===== config.mk =====
export PLATFORM = sky130hd
export DESIGN_NAME = pilot_level_window_classifier_unit
export DESIGN_NICKNAME = d
export VERILOG_FILES = /design/src/plwc_pkg.sv /design/src/pilot_level_window_classifier_unit.sv /design/src/plwc_classify.sv /design/src/plwc_decide.sv
export SDC_FILE = /design/constraint.sdc
export NUM_CORES = 1
export LEC_CHECK = 0
export ABC_AREA = 1
export BUFFER_PORTS_ARGS = -buffer_cell sky130_fd_sc_hd__buf_2
export CAP_MARGIN = 20
export CORE_MARGIN = 5
export CORE_UTILIZATION = 45
export CTS_BUF_LIST = sky130_fd_sc_hd__clkbuf_8
export DETAILED_ROUTE_END_ITERATION = 16
export PLACE_DENSITY_LB_ADDON = 0.15
export SLEW_MARGIN = 20
export SYNTH_ARGS = -nofsm -noshare
export SYNTH_HDL_FRONTEND = slang
export SYNTH_SLANG_ARGS = --single-unit

===== constraint.sdc =====
create_clock -name clk -period 4.05 [get_ports clk]
set_input_delay 0.405 -clock clk [delete_from_list [all_inputs] [get_ports clk]]
set_output_delay 0.405 -clock clk [all_outputs]
set_load 0.1 [all_outputs]

===== src/plwc_pkg.sv =====
`timescale 1ns / 1ps
`default_nettype none

package plwc_pkg;

  // pilot level classes, also the published state codes
  typedef enum logic [2:0] {
    CLS_A = 3'd0,
    CLS_B = 3'd1,
    CLS_C = 3'd2,
    CLS_D = 3'd3,
    CLS_F = 3'd4,
    CLS_T = 3'd5
  } class_t;

  localparam int NUM_CLASSES = 6;

  // configuration register indexes
  localparam logic [2:0] REG_A_MIN     = 3'd0;
  localparam logic [2:0] REG_B_MIN     = 3'd1;
  localparam logic [2:0] REG_C_MIN     = 3'd2;
  localparam logic [2:0] REG_D_MIN     = 3'd3;
  localparam logic [2:0] REG_FAULT_MAX = 3'd4;
  localparam logic [2:0] REG_REPUBLISH = 3'd5;

  // configuration reset values
  localparam logic [7:0] RST_A_MIN     = 8'd232;
  localparam logic [7:0] RST_B_MIN     = 8'd207;
  localparam logic [7:0] RST_C_MIN     = 8'd188;
  localparam logic [7:0] RST_D_MIN     = 8'd170;
  localparam logic [7:0] RST_FAULT_MAX = 8'd104;
  localparam logic [5:0] RST_REPUBLISH = 6'd40;

  // level thresholds handed to the classifier
  typedef struct packed {
    logic [7:0] a_min;
    logic [7:0] b_min;
    logic [7:0] c_min;
    logic [7:0] d_min;
    logic [7:0] fault_max;
  } thresh_t;

  // one window decision handed to the output register
  typedef struct packed {
    logic   valid;
    class_t state;
    logic   periodic;
  } result_t;

endpackage

`default_nettype wire


===== src/pilot_level_window_classifier_unit.sv =====
// a window's result enters the result register as its last sample leaves the input register
// throughput: one sample per cycle; the input stage waits only while a result is held
// a result occupies the output register until taken, at most one per window
// reset: synchronous active low, clears counts, window position and publish state,
// sets the state to transient and reloads the default thresholds and republish period
`timescale 1ns / 1ps
`default_nettype none

module pilot_level_window_classifier_unit #(
  parameter int WINDOW_SIZE = 16
) (
  input  wire logic       clk,
  input  wire logic       rst_n,
  input  wire logic       in_valid,
  output logic            in_stall,
  input  wire logic [7:0] in_sample,
  output logic            out_valid,
  input  wire logic       out_stall,
  output logic [2:0]      out_pilot_state,
  output logic            out_periodic,
  input  wire logic       cfg_we,
  input  wire logic [2:0] cfg_index,
  input  wire logic [7:0] cfg_data
);

  plwc_pkg::thresh_t thresh_r;
  logic [5:0]        rep_r;
  logic              s1_valid_r;
  logic [7:0]        s1_sample_r;
  logic              out_valid_r;
  logic [2:0]        out_state_r;
  logic              out_periodic_r;
  logic              adv;
  logic              fire;
  plwc_pkg::class_t  cls;
  plwc_pkg::result_t res;

  // configuration registers
  always_ff @(posedge clk) begin
    if (!rst_n) begin
      thresh_r.a_min     <= plwc_pkg::RST_A_MIN;
      thresh_r.b_min     <= plwc_pkg::RST_B_MIN;
      thresh_r.c_min     <= plwc_pkg::RST_C_MIN;
      thresh_r.d_min     <= plwc_pkg::RST_D_MIN;
      thresh_r.fault_max <= plwc_pkg::RST_FAULT_MAX;
      rep_r              <= plwc_pkg::RST_REPUBLISH;
    end else if (cfg_we) begin
      unique case (cfg_index)
        plwc_pkg::REG_A_MIN:     thresh_r.a_min     <= cfg_data;
        plwc_pkg::REG_B_MIN:     thresh_r.b_min     <= cfg_data;
        plwc_pkg::REG_C_MIN:     thresh_r.c_min     <= cfg_data;
        plwc_pkg::REG_D_MIN:     thresh_r.d_min     <= cfg_data;
        plwc_pkg::REG_FAULT_MAX: thresh_r.fault_max <= cfg_data;
        plwc_pkg::REG_REPUBLISH: rep_r              <= cfg_data[5:0];
        default: ;
      endcase
    end
  end

  // stage advances when the output register is free or being taken
  assign adv      = !out_valid_r || !out_stall;
  assign fire     = s1_valid_r && adv;
  assign in_stall = s1_valid_r && !adv;

  // input register
  always_ff @(posedge clk) begin
    if (!rst_n) begin
      s1_valid_r <= 1'b0;
    end else if (!in_stall) begin
      s1_valid_r <= in_valid;
    end
  end

  always_ff @(posedge clk) begin
    if (!in_stall && in_valid) begin
      s1_sample_r <= in_sample;
    end
  end

  plwc_classify u_classify (
    .sample (s1_sample_r),
    .thresh (thresh_r),
    .cls    (cls)
  );

  plwc_decide #(
    .WINDOW_SIZE (WINDOW_SIZE)
  ) u_decide (
    .clk         (clk),
    .rst_n       (rst_n),
    .step        (fire),
    .cls         (cls),
    .rep_windows (rep_r),
    .res         (res)
  );

  // result register
  always_ff @(posedge clk) begin
    if (!rst_n) begin
      out_valid_r <= 1'b0;
    end else if (fire && res.valid) begin
      out_valid_r <= 1'b1;
    end else if (!out_stall) begin
      out_valid_r <= 1'b0;
    end
  end

  always_ff @(posedge clk) begin
    if (fire && res.valid) begin
      out_state_r    <= res.state;
      out_periodic_r <= res.periodic;
    end
  end

  assign out_valid       = out_valid_r;
  assign out_pilot_state = out_state_r;
  assign out_periodic    = out_periodic_r;

`ifndef SYNTHESIS
  // a held sample keeps its value until the stage advances
  a_s1_hold: assert property (@(posedge clk) disable iff (!rst_n)
    s1_valid_r && !adv |=> s1_valid_r && $stable(s1_sample_r))
    else $error("input stage lost a held sample");

  // the window step never runs into an untaken result
  a_no_overwrite: assert property (@(posedge clk) disable iff (!rst_n)
    fire |-> !(out_valid_r && out_stall))
    else $error("window step while result register is blocked");

  // a taken result with no new one leaves the output empty
  a_out_drain: assert property (@(posedge clk) disable iff (!rst_n)
    out_valid_r && !out_stall && !(fire && res.valid) |=> !out_valid_r)
    else $error("result transaction repeated");
`endif

endmodule

`default_nettype wire


===== src/plwc_classify.sv =====
`timescale 1ns / 1ps
`default_nettype none

module plwc_classify (
  input  wire logic [7:0]        sample,
  input  wire plwc_pkg::thresh_t thresh,
  output plwc_pkg::class_t       cls
);

  // descending threshold tests, first match wins
  always_comb begin
    if (sample >= thresh.a_min) begin
      cls = plwc_pkg::CLS_A;
    end else if (sample >= thresh.b_min) begin
      cls = plwc_pkg::CLS_B;
    end else if (sample >= thresh.c_min) begin
      cls = plwc_pkg::CLS_C;
    end else if (sample >= thresh.d_min) begin
      cls = plwc_pkg::CLS_D;
    end else if (sample <= thresh.fault_max) begin
      cls = plwc_pkg::CLS_F;
    end else begin
      cls = plwc_pkg::CLS_T;
    end
  end

endmodule

`default_nettype wire


===== src/plwc_decide.sv =====
`timescale 1ns / 1ps
`default_nettype none

module plwc_decide #(
  parameter int WINDOW_SIZE = 16
) (
  input  wire logic             clk,
  input  wire logic             rst_n,
  input  wire logic             step,
  input  wire plwc_pkg::class_t cls,
  input  wire logic [5:0]       rep_windows,
  output plwc_pkg::result_t     res
);

  localparam int CNT_W = $clog2(WINDOW_SIZE + 1);
  localparam int POS_W = (WINDOW_SIZE > 1) ? $clog2(WINDOW_SIZE) : 1;
  localparam int NEED  = (WINDOW_SIZE * 3 + 3) / 4;
  localparam logic [POS_W-1:0] LAST_POS = POS_W'(WINDOW_SIZE - 1);
  localparam logic [CNT_W-1:0] NEED_CNT = CNT_W'(NEED);

  logic [CNT_W-1:0] cnt_r   [plwc_pkg::NUM_CLASSES];
  logic [CNT_W-1:0] cnt_nxt [plwc_pkg::NUM_CLASSES];
  logic [CNT_W-1:0] cnt_inc [plwc_pkg::NUM_CLASSES];
  logic [POS_W-1:0] pos_r, pos_nxt;
  plwc_pkg::class_t cur_r, cur_nxt;
  plwc_pkg::class_t last_r, last_nxt;
  logic             sent_r, sent_nxt;
  logic [5:0]       rep_cnt_r, rep_cnt_nxt;
  logic [5:0]       rep_cnt_plus;
  logic             win_end;
  plwc_pkg::class_t decided;

  // class counts including the current sample
  always_comb begin
    for (int i = 0; i < plwc_pkg::NUM_CLASSES; i++) begin
      cnt_inc[i] = cnt_r[i] + CNT_W'(int'(cls) == i);
    end
  end

  assign win_end = (pos_r == LAST_POS);

  // window decision: rail-to-rail transient, then majority, else hold
  always_comb begin
    if (cnt_inc[plwc_pkg::CLS_B] == '0 && cnt_inc[plwc_pkg::CLS_C] == '0 &&
        cnt_inc[plwc_pkg::CLS_D] == '0 && cnt_inc[plwc_pkg::CLS_A] != '0 &&
        cnt_inc[plwc_pkg::CLS_F] != '0) begin
      decided = plwc_pkg::CLS_T;
    end else if (cnt_inc[plwc_pkg::CLS_A] >= NEED_CNT) begin
      decided = plwc_pkg::CLS_A;
    end else if (cnt_inc[plwc_pkg::CLS_B] >= NEED_CNT) begin
      decided = plwc_pkg::CLS_B;
    end else if (cnt_inc[plwc_pkg::CLS_C] >= NEED_CNT) begin
      decided = plwc_pkg::CLS_C;
    end else if (cnt_inc[plwc_pkg::CLS_D] >= NEED_CNT) begin
      decided = plwc_pkg::CLS_D;
    end else if (cnt_inc[plwc_pkg::CLS_F] >= NEED_CNT) begin
      decided = plwc_pkg::CLS_F;
    end else begin
      decided = cur_r;
    end
  end

  assign rep_cnt_plus = rep_cnt_r + 6'd1;

  // counting, window end and publish control
  always_comb begin
    cnt_nxt     = cnt_r;
    pos_nxt     = pos_r;
    cur_nxt     = cur_r;
    last_nxt    = last_r;
    sent_nxt    = sent_r;
    rep_cnt_nxt = rep_cnt_r;
    res         = '{valid: 1'b0, state: cur_r, periodic: 1'b0};
    if (step) begin
      if (!win_end) begin
        cnt_nxt = cnt_inc;
        pos_nxt = pos_r + POS_W'(1);
      end else begin
        for (int i = 0; i < plwc_pkg::NUM_CLASSES; i++) begin
          cnt_nxt[i] = '0;
        end
        pos_nxt   = '0;
        cur_nxt   = decided;
        res.state = decided;
        if (!sent_r || decided != last_r) begin
          res.valid = 1'b1;
          last_nxt  = decided;
          sent_nxt  = 1'b1;
        end else begin
          rep_cnt_nxt = rep_cnt_plus;
          if (rep_cnt_plus >= rep_windows) begin
            res.valid    = 1'b1;
            res.periodic = 1'b1;
            rep_cnt_nxt  = '0;
          end
        end
      end
    end
  end

  // control state
  always_ff @(posedge clk) begin
    if (!rst_n) begin
      for (int i = 0; i < plwc_pkg::NUM_CLASSES; i++) begin
        cnt_r[i] <= '0;
      end
      pos_r     <= '0;
      cur_r     <= plwc_pkg::CLS_T;
      sent_r    <= 1'b0;
      rep_cnt_r <= '0;
    end else begin
      cnt_r     <= cnt_nxt;
      pos_r     <= pos_nxt;
      cur_r     <= cur_nxt;
      sent_r    <= sent_nxt;
      rep_cnt_r <= rep_cnt_nxt;
    end
  end

  // last sent state is only read once sent_r is set
  always_ff @(posedge clk) begin
    last_r <= last_nxt;
  end

endmodule

`default_nettype wire


==> impl_metrics.yaml, run 1 <==
critical_path:
  worstPathArrival_ns: 4.17
  worst_path_most_repeated_cell: "sky130_fd_sc_hd__nand2_2"
  required_ns: 4.36
  critPathLaunchType: "register"
  worst_path_max_delay_cell: "sky130_fd_sc_hd__edfxtp_1"
  timing.critical_path.slowest_cell_delay_ns: 0.51
  critical_path_buf_inv_count: 1
  worst_path_dominant_cell_family: "simple AND/OR/NAND/NOR gates"
  cp_max_fo: 7
  timing.critical_path.to_type: "register"
  critPathKind: "reg -> reg"
power:
  seq_power_share_pct: 52.7
  pwr-share-comb_pct: 13.8
  clock_power_share_pct: 33.5
  switching_share_pct: 26.28
  power_uw: 2032
  power.switching_uw: 534.2
  power_report.internal_total_uw: 1498
  static-leakage-power_uw: 0.002924
  ir_drop_mv: 0.2277
  cellPowerDensity_nw_per_um2: 317.3
drt:
  detail_route.wirelength_mm: 12.58
  route.vias.total: 4794
  wl_met3_um: 546
  route.layer.met1.wl_mm: 5.951
  dr.max_layer_used: "met4"
  drc_errors: 0
  met2WireLength_mm: 5.911
  drt_iter0_markers: 217
  dr_vias_cell: 5.073
  antenna_left: 0
  drt_pass1_iterations: 5
  route.detailed.wl_per_inst_um: 13.31
cts:
  worst_skew_pair.late_latency_ns: 0.38
  cts_tree: "built"
  ctsLongestPathBuffers: 2
  cts_made_buffers: 9
  clock_sinks: 102
  worst_setup_hold_path_clk_slew_ns: 0.08
  cts_hold_repair.buffers: 0
  clock-root-buffer: "sky130_fd_sc_hd__clkbuf_8"
  htree_levels: 3
cells_and_area:
  fillCellCount: 1178
  layout_common_cells: "127 x sky130_fd_sc_hd__nand2_1, 113 x sky130_fd_sc_hd__inv_1, 87 x sky130_fd_sc_hd__dfxtp_1"
  drive_above_1_share_pct: 15.83
  area_growth_syn_to_layout_pct: 15.52
  antenna_cells_inserted: 0
  final_common_cell: "sky130_fd_sc_hd__nand2_1"
  finalNetCount: 854
synthesis:
  postSynthCellCount: 731
  number_of_enable_flip_flop_cells_after_synthesis: 15
  synth_area_leaders: "sky130_fd_sc_hd__dfxtp_1 31%, sky130_fd_sc_hd__ha_1 13%, sky130_fd_sc_hd__nand2_1 9.3%, sky130_fd_sc_hd__edfxtp_1 8.1%, sky130_fd_sc_hd__inv_1 7.9%"
  dominant_register_cell_in_the_synthesized_netlist: "sky130_fd_sc_hd__dfxtp_1"
  synth-async-reset-ratio_pct: 0
  synth_sequential_area_ratio_pct: 39.53
  synth.avg_cell_area_um2: 7.586
  mappedNetlistNets: 813
  synth_seq_cells: 102
  post-synth-top-area-cell: "sky130_fd_sc_hd__dfxtp_1"
  synth.distinct_cells: 40
  synth.top_cell.area_share_pct: 31.41
  mappedNetlistArea_um2: 5545
  synth-warning-count: 0
global_routing:
  first_global_vias: 4547
  grt_max_degree: 52
  grt_antenna_before_repair: 0
  grt_first_pass_wirelength_mm: 20.75
  gr_usage_total_pct: 17.51
  globalRoute.totalOverflow: 0
floorplan:
  die-height_um: 121.0
  fp.dieArea_um2: 14640
  num_io_pins: 30
  floorplan.core_area_um2: 12060
  num_rows: 40
  die-width_um: 121.0
  initial_utilization_pct: 45.98
placed_design:
  preCtsSetupSlack_ns: 0.03284
  gp_congestion: 0.8785
  buffer_ports.inserted: 29
  dp.final_hpwl_mm: 9.267
outcome:
  status: "finished, final reports clean"
timing:
  hold_viol_final: 0
  skew_ns: 0.01223
  worst_hold_slack_ns: 0.2037
  min_period_ns: 3.859
  worst-slew-pin-transition_ns: 1.064
  achievable-frequency_ghz: 0.2591
  timing.max_slew.rel_slack_pct: 28.79
  unrepaired_setup_endpoints_after_global_routing: "true"
  fin_ws_ns: 0.1909
  slew_viol_final: 0
  layout_worst_path_cycle_share_pct: 95.29
  timing.final.setup_violations: 0
run:
  max_cap_violations: 0
min_path:
  worst_hold_path_type: "in -> reg"
worst reg2reg max path, delay by kind of cell, from the launching register on:
family	cells	cell delay, ns
buffers and inverters	1	0.04
flip-flops	1	0.51
AO/OA/AOI/OAI	3	0.54
AND/OR/NAND/NOR	18	2.01
adder cells (fa/ha/maj)	3	0.71
registers in the layout, summed over array words and instances, names as in the netlist:
name,cells
s1_valid_r,1
u_decide.pos_r,4
u_decide.cur_r,3
u_decide.rep_cnt_r,6
thresh_r,40
rep_r,6
out_periodic,1
u_decide.last_r,3
s1_sample_r,8
out_valid,1
u_decide.cnt_r,25
out_pilot_state,3
u_decide.sent_r,1
cell type report:
cell class / count / area [µm²] / share of cell area (%)
multi-input combinational: 492 / 3050 / 47.62
sequential: 102 / 2192 / 34.22
clock inverter: 4 / 46.29 / 0.7227
clock buffer: 12 / 165.2 / 2.578
timing repair buffer: 48 / 295.3 / 4.609
tap: 168 / 210.2 / 3.281
inverter: 119 / 446.7 / 6.973
power groups by stage:
stage	registers (µW)	logic, µW	clock network [µW]
floorplan	1090	169	0
global placement	1090	237	0
detailed placement	1090	242	0
CTS	1070	245	708
global route	1070	323	752
finish	1070	281	681
layer usage:
| metal | vias up | global-route usage [%] |
|---|---|---|
| met5 | - | 0 |
| met4 | 0 | 6.799 |
| met3 | 15 | 3.636 |
| met2 | 85 | 28.24 |
| met1 | 2188 | 22.95 |
| li1 | 2506 | - |
cells in the mapped netlist, types with 2 or more instances:
library cell	n
sky130_fd_sc_hd__edfxtp_1	15
sky130_fd_sc_hd__o21ai_0	36
sky130_fd_sc_hd__nand3b_1	2
sky130_fd_sc_hd__o211ai_1	20
sky130_fd_sc_hd__a22oi_1	10
sky130_fd_sc_hd__buf_2	2
sky130_fd_sc_hd__ha_1	58
sky130_fd_sc_hd__nand3_2	2
sky130_fd_sc_hd__nand3_1	31
sky130_fd_sc_hd__nor3_1	4
sky130_fd_sc_hd__xor2_1	4
sky130_fd_sc_hd__nand2_2	4
sky130_fd_sc_hd__clkbuf_1	14
sky130_fd_sc_hd__or2_2	2
sky130_fd_sc_hd__dfxtp_1	87
sky130_fd_sc_hd__nor2_1	79
sky130_fd_sc_hd__a21oi_1	62
sky130_fd_sc_hd__nand4_1	20
sky130_fd_sc_hd__nor2_2	2
sky130_fd_sc_hd__a211oi_1	5
sky130_fd_sc_hd__nand2_1	137
sky130_fd_sc_hd__clkinv_1	2
sky130_fd_sc_hd__inv_1	116
worst paths after layout:
| path | endpoint | depth (start not counted) | slack (ns) | start |
|---|---|---|---|---|
| max | u_decide.rep_cnt_r[2]$_SDFFE_PN0P_ | 25 | 0.19 | s1_sample_r[1]$_DFFE_PP_ |
| min | s1_sample_r[6]$_DFFE_PP_ | 1 | 0.20 | in_sample[6] |
| max reg2reg | u_decide.rep_cnt_r[2]$_SDFFE_PN0P_ | 25 | 0.19 | s1_sample_r[1]$_DFFE_PP_ |
| min reg2reg | thresh_r[4]$_SDFFE_PN0P_ | 2 | 0.47 | thresh_r[4]$_SDFFE_PN0P_ |
cells by family (layout without fill, tap and decap cells):
| logic type | count (synthesis) | after routing | synth area share (%) |
|---|---|---|---|
| flops | 102 | 102 | 39.53 |
| compound gates | 140 | 140 | 14.67 |
| buf+inv | 138 | 183 | 9.589 |
| fa+ha+maj | 58 | 58 | 13.09 |
| simple gates | 288 | 289 | 22.34 |
| xor+xnor | 5 | 5 | 0.7897 |
what timing repair did:
action | CTS | global route
buffers inserted | 0 | 11
endpoints found under the setup margin | 1 | 16
pin swaps | 0 | 27
gates resized for setup | 0 | 60
cloned | 0 | 1
per-stage QoR:
step	cells	setup TNS [ns]	area (µm²)	util, %
after global placement	917	0	5876	48.71
after detailed placement	917	0	5876	48.71
final	945	0	6406	53.11
after global routing	945	-1.375	6406	53.11
after floorplan	731	0	5545	-
after CTS	933	-0.009845	6087	50.47
(Power assumes the default switching activity.)
==> run 2, diff against run 1 <==
Settings changed: GPL_TIMING_DRIVEN set to 0, TNS_END_PERCENT set to 50.
==> run 2 against run 1 <==
Net effect: sequential power hardly changed; critical endpoint is now u_decide.last_r[1]$_DFFE_PP_; clock skew up 0.0094 ns; sequential share of layout area down 0.42 points; largest power group unchanged; critical path type unchanged; largest cell class unchanged.
==> impl_metrics.yaml, run 2 (same netlist as run 1, synthesis figures left out) <==
outcome:
  status: "finished, final reports clean"
critical_path:
  worstPathArrival_ns: 4.05
  timing.critical_path.to_type: "register"
  cp_max_fo: 4
  worst_path_most_repeated_cell: "sky130_fd_sc_hd__nand2_1"
  path_cells: "buf_6 > ha_1 > a21oi_1 > o21ai_0 > nand2_1 > o2111a_1 > nand2_1 > nor2_2 > ha_1 > ha_2 > nand2_1 > nand2_1 > inv_1 > a21oi_1 > nand4_1 > nand2_2 > nand2_1 > nand2_2 > nor2_4 > buf_4 > a21oi_2"
  critical_path_buf_inv_count: 3
  worst_path_max_delay_cell: "sky130_fd_sc_hd__edfxtp_1"
  setup.reg_to_reg.worst_slack_ns: 0.09
  critPathKind: "reg -> reg"
  worst_path_dominant_cell_family: "simple AND/OR/NAND/NOR gates"
  required_ns: 4.14
  critPathLaunchType: "register"
  timing.critical_path.slowest_cell_delay_ns: 0.52
power:
  cellPowerDensity_nw_per_um2: 326.6
  switching_share_pct: 27.22
  static-leakage-power_uw: 0.002940
  power.switching_uw: 576.6
  pwr-share-comb_pct: 14.2
  ir_drop_mv: 0.1797
  seq_power_share_pct: 50.5
  clock_power_share_pct: 35.2
  power_report.internal_total_uw: 1542
cells_and_area:
  largest_register_ff_count: 40
  final_common_cell: "sky130_fd_sc_hd__nand2_1"
  multiInputGateArea_um2: 3059
  final_cells: 958
  area_growth_syn_to_layout_pct: 16.97
  layout_common_cells: "126 x sky130_fd_sc_hd__nand2_1, 113 x sky130_fd_sc_hd__inv_1, 87 x sky130_fd_sc_hd__dfxtp_1"
  drive_above_1_share_pct: 15.70
  fillCellCount: 1151
  largest-register: "thresh_r"
  finalNetCount: 867
  antenna_cells_inserted: 0
  largestRegisters: "thresh_r (40), u_decide.cnt_r (25), s1_sample_r (8)"
  register_area_um2: 2192
drt:
  route.vias.total: 4913
  route.detailed.wl_per_inst_um: 14.11
  detail_route.wirelength_mm: 13.52
  drt_iter0_markers: 311
  drc_errors: 0
  dr_vias_cell: 5.128
  drt_pass1_iterations: 5
  antenna_left: 0
cts:
  cts_made_buffers: 9
  clock-root-buffer: "sky130_fd_sc_hd__clkbuf_8"
  worst_setup_hold_path_clk_slew_ns: 0.10
  ctsLongestPathBuffers: 2
  clock_sinks: 102
  cts_hold_repair.buffers: 0
  htree_levels: 3
  worst_skew_pair.late_latency_ns: 0.40
  cts_tree: "built"
floorplan:
  initial_utilization_pct: 45.98
  floorplan.core_area_um2: 12060
  die-width_um: 121.0
  die-height_um: 121.0
  num_rows: 40
  num_io_pins: 30
  fp.dieArea_um2: 14640
timing:
  unrepaired_setup_endpoints_after_global_routing: "true"
  worst-slew-pin-transition_ns: 0.7266
  achievable-frequency_ghz: 0.2527
  timing.max_slew.rel_slack_pct: 51.38
  worst_hold_slack_ns: 0.1853
  timing.final.setup_violations: 0
  layout_worst_path_cycle_share_pct: 97.72
  skew_ns: 0.02168
  min_period_ns: 3.958
  hold_viol_final: 0
  setup_tns_ns: 0
  slew_viol_final: 0
run:
  max_cap_violations: 0
placed_design:
  buffer_ports.inserted: 28
  place.detailed.instances: 927
  dp.final_hpwl_mm: 10.02
  gp_congestion: 0.8758
global_routing:
  globalRoute.totalOverflow: 0
  gr_usage_total_pct: 18.96
  grt_first_pass_wirelength_mm: 21.81
  grt_antenna_before_repair: 0
  first_global_vias: 4561
  grt_max_degree: 18
min_path:
  worst_hold_path_type: "in -> reg"
[run 2: changes by cell type in the layout (fill, tap and decap cells not counted), moves of 3 or more]
cell                       change
sky130_fd_sc_hd__buf_4         -4
sky130_fd_sc_hd__clkbuf_1     +14
sky130_fd_sc_hd__nor2_1        -6
sky130_fd_sc_hd__nor2_2        +6
sky130_fd_sc_hd__o21ai_0       +3
[run 2: layer usage]
layer,GRT usage [%],share of wire (%),vias to the layer above
li1,-,-,2530
met1,25.74,50,2267
met2,30.50,45,103
met3,4.289,4.3,13
met4,4.887,0.92,0
met5,0,0,-
[run 2: worst paths after layout]
path / startpoint / end / depth (start not counted)
min reg2reg: thresh_r[7]$_SDFFE_PN0P_ / thresh_r[7]$_SDFFE_PN0P_ / 2
min: in_sample[6] / s1_sample_r[6]$_DFFE_PP_ / 1
max: s1_sample_r[3]$_DFFE_PP_ / u_decide.last_r[1]$_DFFE_PP_ / 21
max reg2reg: s1_sample_r[3]$_DFFE_PP_ / u_decide.last_r[1]$_DFFE_PP_ / 21
[run 2: repair_timing]
| action | 4_1_cts | 5_1_grt |
|---|---|---|
| pin swaps | 3 | 29 |
| endpoints found under the hold margin | 0 | 0 |
| cloned | 0 | 1 |
| buffers inserted | 8 | 6 |
| resized for setup | 9 | 51 |
| setup endpoints to repair | 15 | 15 |
[run 2: final cells by class]
class,instances,share of cell area (%)
Clock buffer,10,2.122
Timing Repair Buffer,43,4.070
Multi-Input combinational cell,491,47.16
Tap cell,168,3.241
Inverter,119,6.887
Buffer,19,1.312
Sequential cell,102,33.80
Clock inverter,6,1.408
[run 2: metrics by stage]
stage                     worst slack [ns]  instance area (µm²)  utilization (%)  total power, µW
after floorplan                     0.6995                 5545                -             1257
after global placement             -0.2496                 5896            48.88             1330
after detailed placement           -0.2871                 5896            48.88             1340
after CTS                          0.01997                 6227            51.63             2100
after global routing               -0.1251                 6486            53.78             2222
final                              0.09245                 6486            53.78             2118
[run 2: power groups by stage]
stage | Sequential (µW) | Combinational, µW | Clock, µW
after global routing | 1070 | 339 | 810
after CTS | 1070 | 268 | 764
after global placement | 1090 | 236 | 0
final | 1070 | 302 | 746
after detailed placement | 1100 | 244 | 0
after floorplan | 1090 | 169 | 0
==> run 3, diff against run 2 <==
Clock period 4.05 ns to 3.78 ns, I/O delays scaled along.
==> run 3 against run 2 <==
Net effect: the flow now finishes with violations (negative setup slack); total power up 9.2%; core utilization grew 2.2 points; clock-buffer cell count stayed put; critical endpoint unchanged.
==> impl_metrics.yaml, run 3 (same netlist as run 1, synthesis figures left out) <==
timing:
  hold_viol_final: 0
  fin_ws_ns: -0.07797
  setup_tns_ns: -0.8940
  timing.max_slew.rel_slack_pct: 51.60
  skew_ns: 0.02369
  worst_hold_slack_ns: 0.1575
  slew_viol_final: 0
  worst-slew-pin-transition_ns: 0.7233
  layout_worst_path_cycle_share_pct: 102.1
  achievable-frequency_ghz: 0.2592
  unrepaired_setup_endpoints_after_global_routing: "true"
  timing.final.setup_violations: 14
  min_period_ns: 3.858
global_routing:
  grt_max_degree: 18
  first_global_vias: 4627
  grt_first_pass_wirelength_mm: 22.09
  globalRoute.totalOverflow: 0
  gr_usage_total_pct: 19.16
  grt_antenna_before_repair: 0
drt:
  antenna_left: 0
  drc_errors: 0
  route.vias.total: 4985
  dr_vias_cell: 5.155
  drt_iter0_markers: 235
  detail_route.wirelength_mm: 13.84
  route.detailed.wl_per_inst_um: 14.31
  drt_pass1_iterations: 5
critical_path:
  timing.critical_path.to_type: "register"
  required_ns: 3.88
  critPathKind: "reg -> reg"
  cp_max_fo: 4
  critPathLaunchType: "register"
  worstPathArrival_ns: 3.96
cells_and_area:
  finalNetCount: 876
  drive_above_1_share_pct: 20.03
  post_route_core_utilization_pct: 55.95
  final_common_cell: "sky130_fd_sc_hd__nand2_1"
  area_growth_syn_to_layout_pct: 21.71
  largest-register: "thresh_r"
  layout_common_cells: "119 x sky130_fd_sc_hd__nand2_1, 112 x sky130_fd_sc_hd__inv_1, 87 x sky130_fd_sc_hd__dfxtp_1"
  largest_register_ff_count: 40
  largestRegisters: "thresh_r (40), u_decide.cnt_r (25), s1_sample_r (8)"
  antenna_cells_inserted: 0
  final_cells: 967
cts:
  worst_skew_pair.late_latency_ns: 0.40
  clock-root-buffer: "sky130_fd_sc_hd__clkbuf_8"
  cts_tree: "built"
  htree_levels: 3
  cts_made_buffers: 9
  worst_setup_hold_path_clk_slew_ns: 0.10
  ctsLongestPathBuffers: 2
  clock_sinks: 102
placed_design:
  buffer_ports.inserted: 28
  dp.final_hpwl_mm: 10.02
  gp_congestion: 0.8758
  place.detailed.instances: 927
floorplan:
  num_io_pins: 30
  die-width_um: 121.0
  initial_utilization_pct: 45.98
  floorplan.core_area_um2: 12060
  die-height_um: 121.0
  num_rows: 40
  fp.dieArea_um2: 14640
power:
  power_uw: 2313
  static-leakage-power_uw: 0.003018
  ir_drop_mv: 0.1922
  cellPowerDensity_nw_per_um2: 342.7
min_path:
  worst_hold_path_type: "in -> reg"
run:
  max_cap_violations: 0
outcome:
  violations_in_the_final_reports: "negative setup slack"
  status: "finished with violations"
[run 3: cell types whose count changed in the layout (fill, tap and decap cells not counted), moves of 4 or more]
cell | previous run | this run
sky130_fd_sc_hd__a21oi_1 | 58 | 54
sky130_fd_sc_hd__buf_4 | 13 | 20
sky130_fd_sc_hd__ha_1 | 49 | 43
sky130_fd_sc_hd__nand2_1 | 126 | 119
sky130_fd_sc_hd__nand2_2 | 15 | 20
sky130_fd_sc_hd__nor2_2 | 10 | 6
sky130_fd_sc_hd__nor2_4 | 3 | 7
[run 3: critical path, cell delays in order, from the launching register on]
cell and delay [ns]:
sky130_fd_sc_hd__edfxtp_1 0.53, sky130_fd_sc_hd__ha_4 0.27, sky130_fd_sc_hd__a21oi_2 0.12, sky130_fd_sc_hd__nor2_1 0.07, sky130_fd_sc_hd__a211oi_2 0.30, sky130_fd_sc_hd__o221ai_4 0.19
sky130_fd_sc_hd__nor3b_4 0.25, sky130_fd_sc_hd__nand4_1 0.13, sky130_fd_sc_hd__inv_1 0.10, sky130_fd_sc_hd__ha_4 0.15, sky130_fd_sc_hd__ha_4 0.16, sky130_fd_sc_hd__nand3_2 0.08
sky130_fd_sc_hd__nand2_2 0.10, sky130_fd_sc_hd__nand2_4 0.07, sky130_fd_sc_hd__a21oi_4 0.17, sky130_fd_sc_hd__buf_6 0.13, sky130_fd_sc_hd__nand4_1 0.12, sky130_fd_sc_hd__nand2_2 0.12
sky130_fd_sc_hd__nand2_2 0.05, sky130_fd_sc_hd__nand2_2 0.08, sky130_fd_sc_hd__nor2_4 0.06, sky130_fd_sc_hd__buf_4 0.14, sky130_fd_sc_hd__a21oi_4 0.15
[run 3: worst paths after layout]
check / from / end / slack [ns] / cells after the start
worst max-delay path: s1_sample_r[1]$_DFFE_PP_ / u_decide.last_r[1]$_DFFE_PP_ / -0.08 / 22
worst min-delay path: in_sample[6] / s1_sample_r[6]$_DFFE_PP_ / 0.16 / 1
worst max register to register: s1_sample_r[1]$_DFFE_PP_ / u_decide.last_r[1]$_DFFE_PP_ / -0.08 / 22
worst min register to register: thresh_r[7]$_SDFFE_PN0P_ / thresh_r[7]$_SDFFE_PN0P_ / 0.47 / 2
[run 3: through the flow]
stage / worst slack [ns] / area, µm²
6_report: -0.07797 / 6749
5_1_grt: -0.3323 / 6749
4_1_cts: -0.09315 / 6375
3_5_place_dp: -0.5571 / 5896
3_3_place_gp: -0.5196 / 5896
2_1_floorplan: 0.4295 / 5545
[run 3: timing repair]
| item | 4_1_cts | 5_1_grt |
|---|---|---|
| gates resized for setup | 32 | 71 |
| endpoints found under the setup margin | 20 | 20 |
| pin swaps | 18 | 44 |
| buffers inserted | 17 | 6 |
| cloned | 0 | 1 |
| hold buffers | 0 | 0 |
[run 3: power breakdown]
part	total, µW	leakage (µW)	internal [µW]	switching, µW
Clock	802	0.000117	396	406
Combinational	364	0.00205	150	215
Sequential	1150	0.000846	1130	18.6
Total	2310	0.00302	1670	639
[run 3: final cells by class]
| type | count | area, µm² |
|---|---|---|
| timing repair buffer | 52 | 339.1 |
| sequential | 102 | 2192 |
| inverter | 119 | 449.2 |
| multi-input combinational | 491 | 3244 |
| clock inverter | 6 | 91.34 |
| fill | 1131 | 5313 |
| clock buffer | 10 | 137.6 |
| buffer | 19 | 85.08 |
| tap | 168 | 210.2 |
[run 3: per-layer routing]
metal,vias up,track usage [%],part of all wire (%)
met5,-,0,0
met4,0,5.028,1.2
met3,19,4.289,5.0
met2,109,31.05,46
met1,2312,25.80,48
li1,2545,-,-
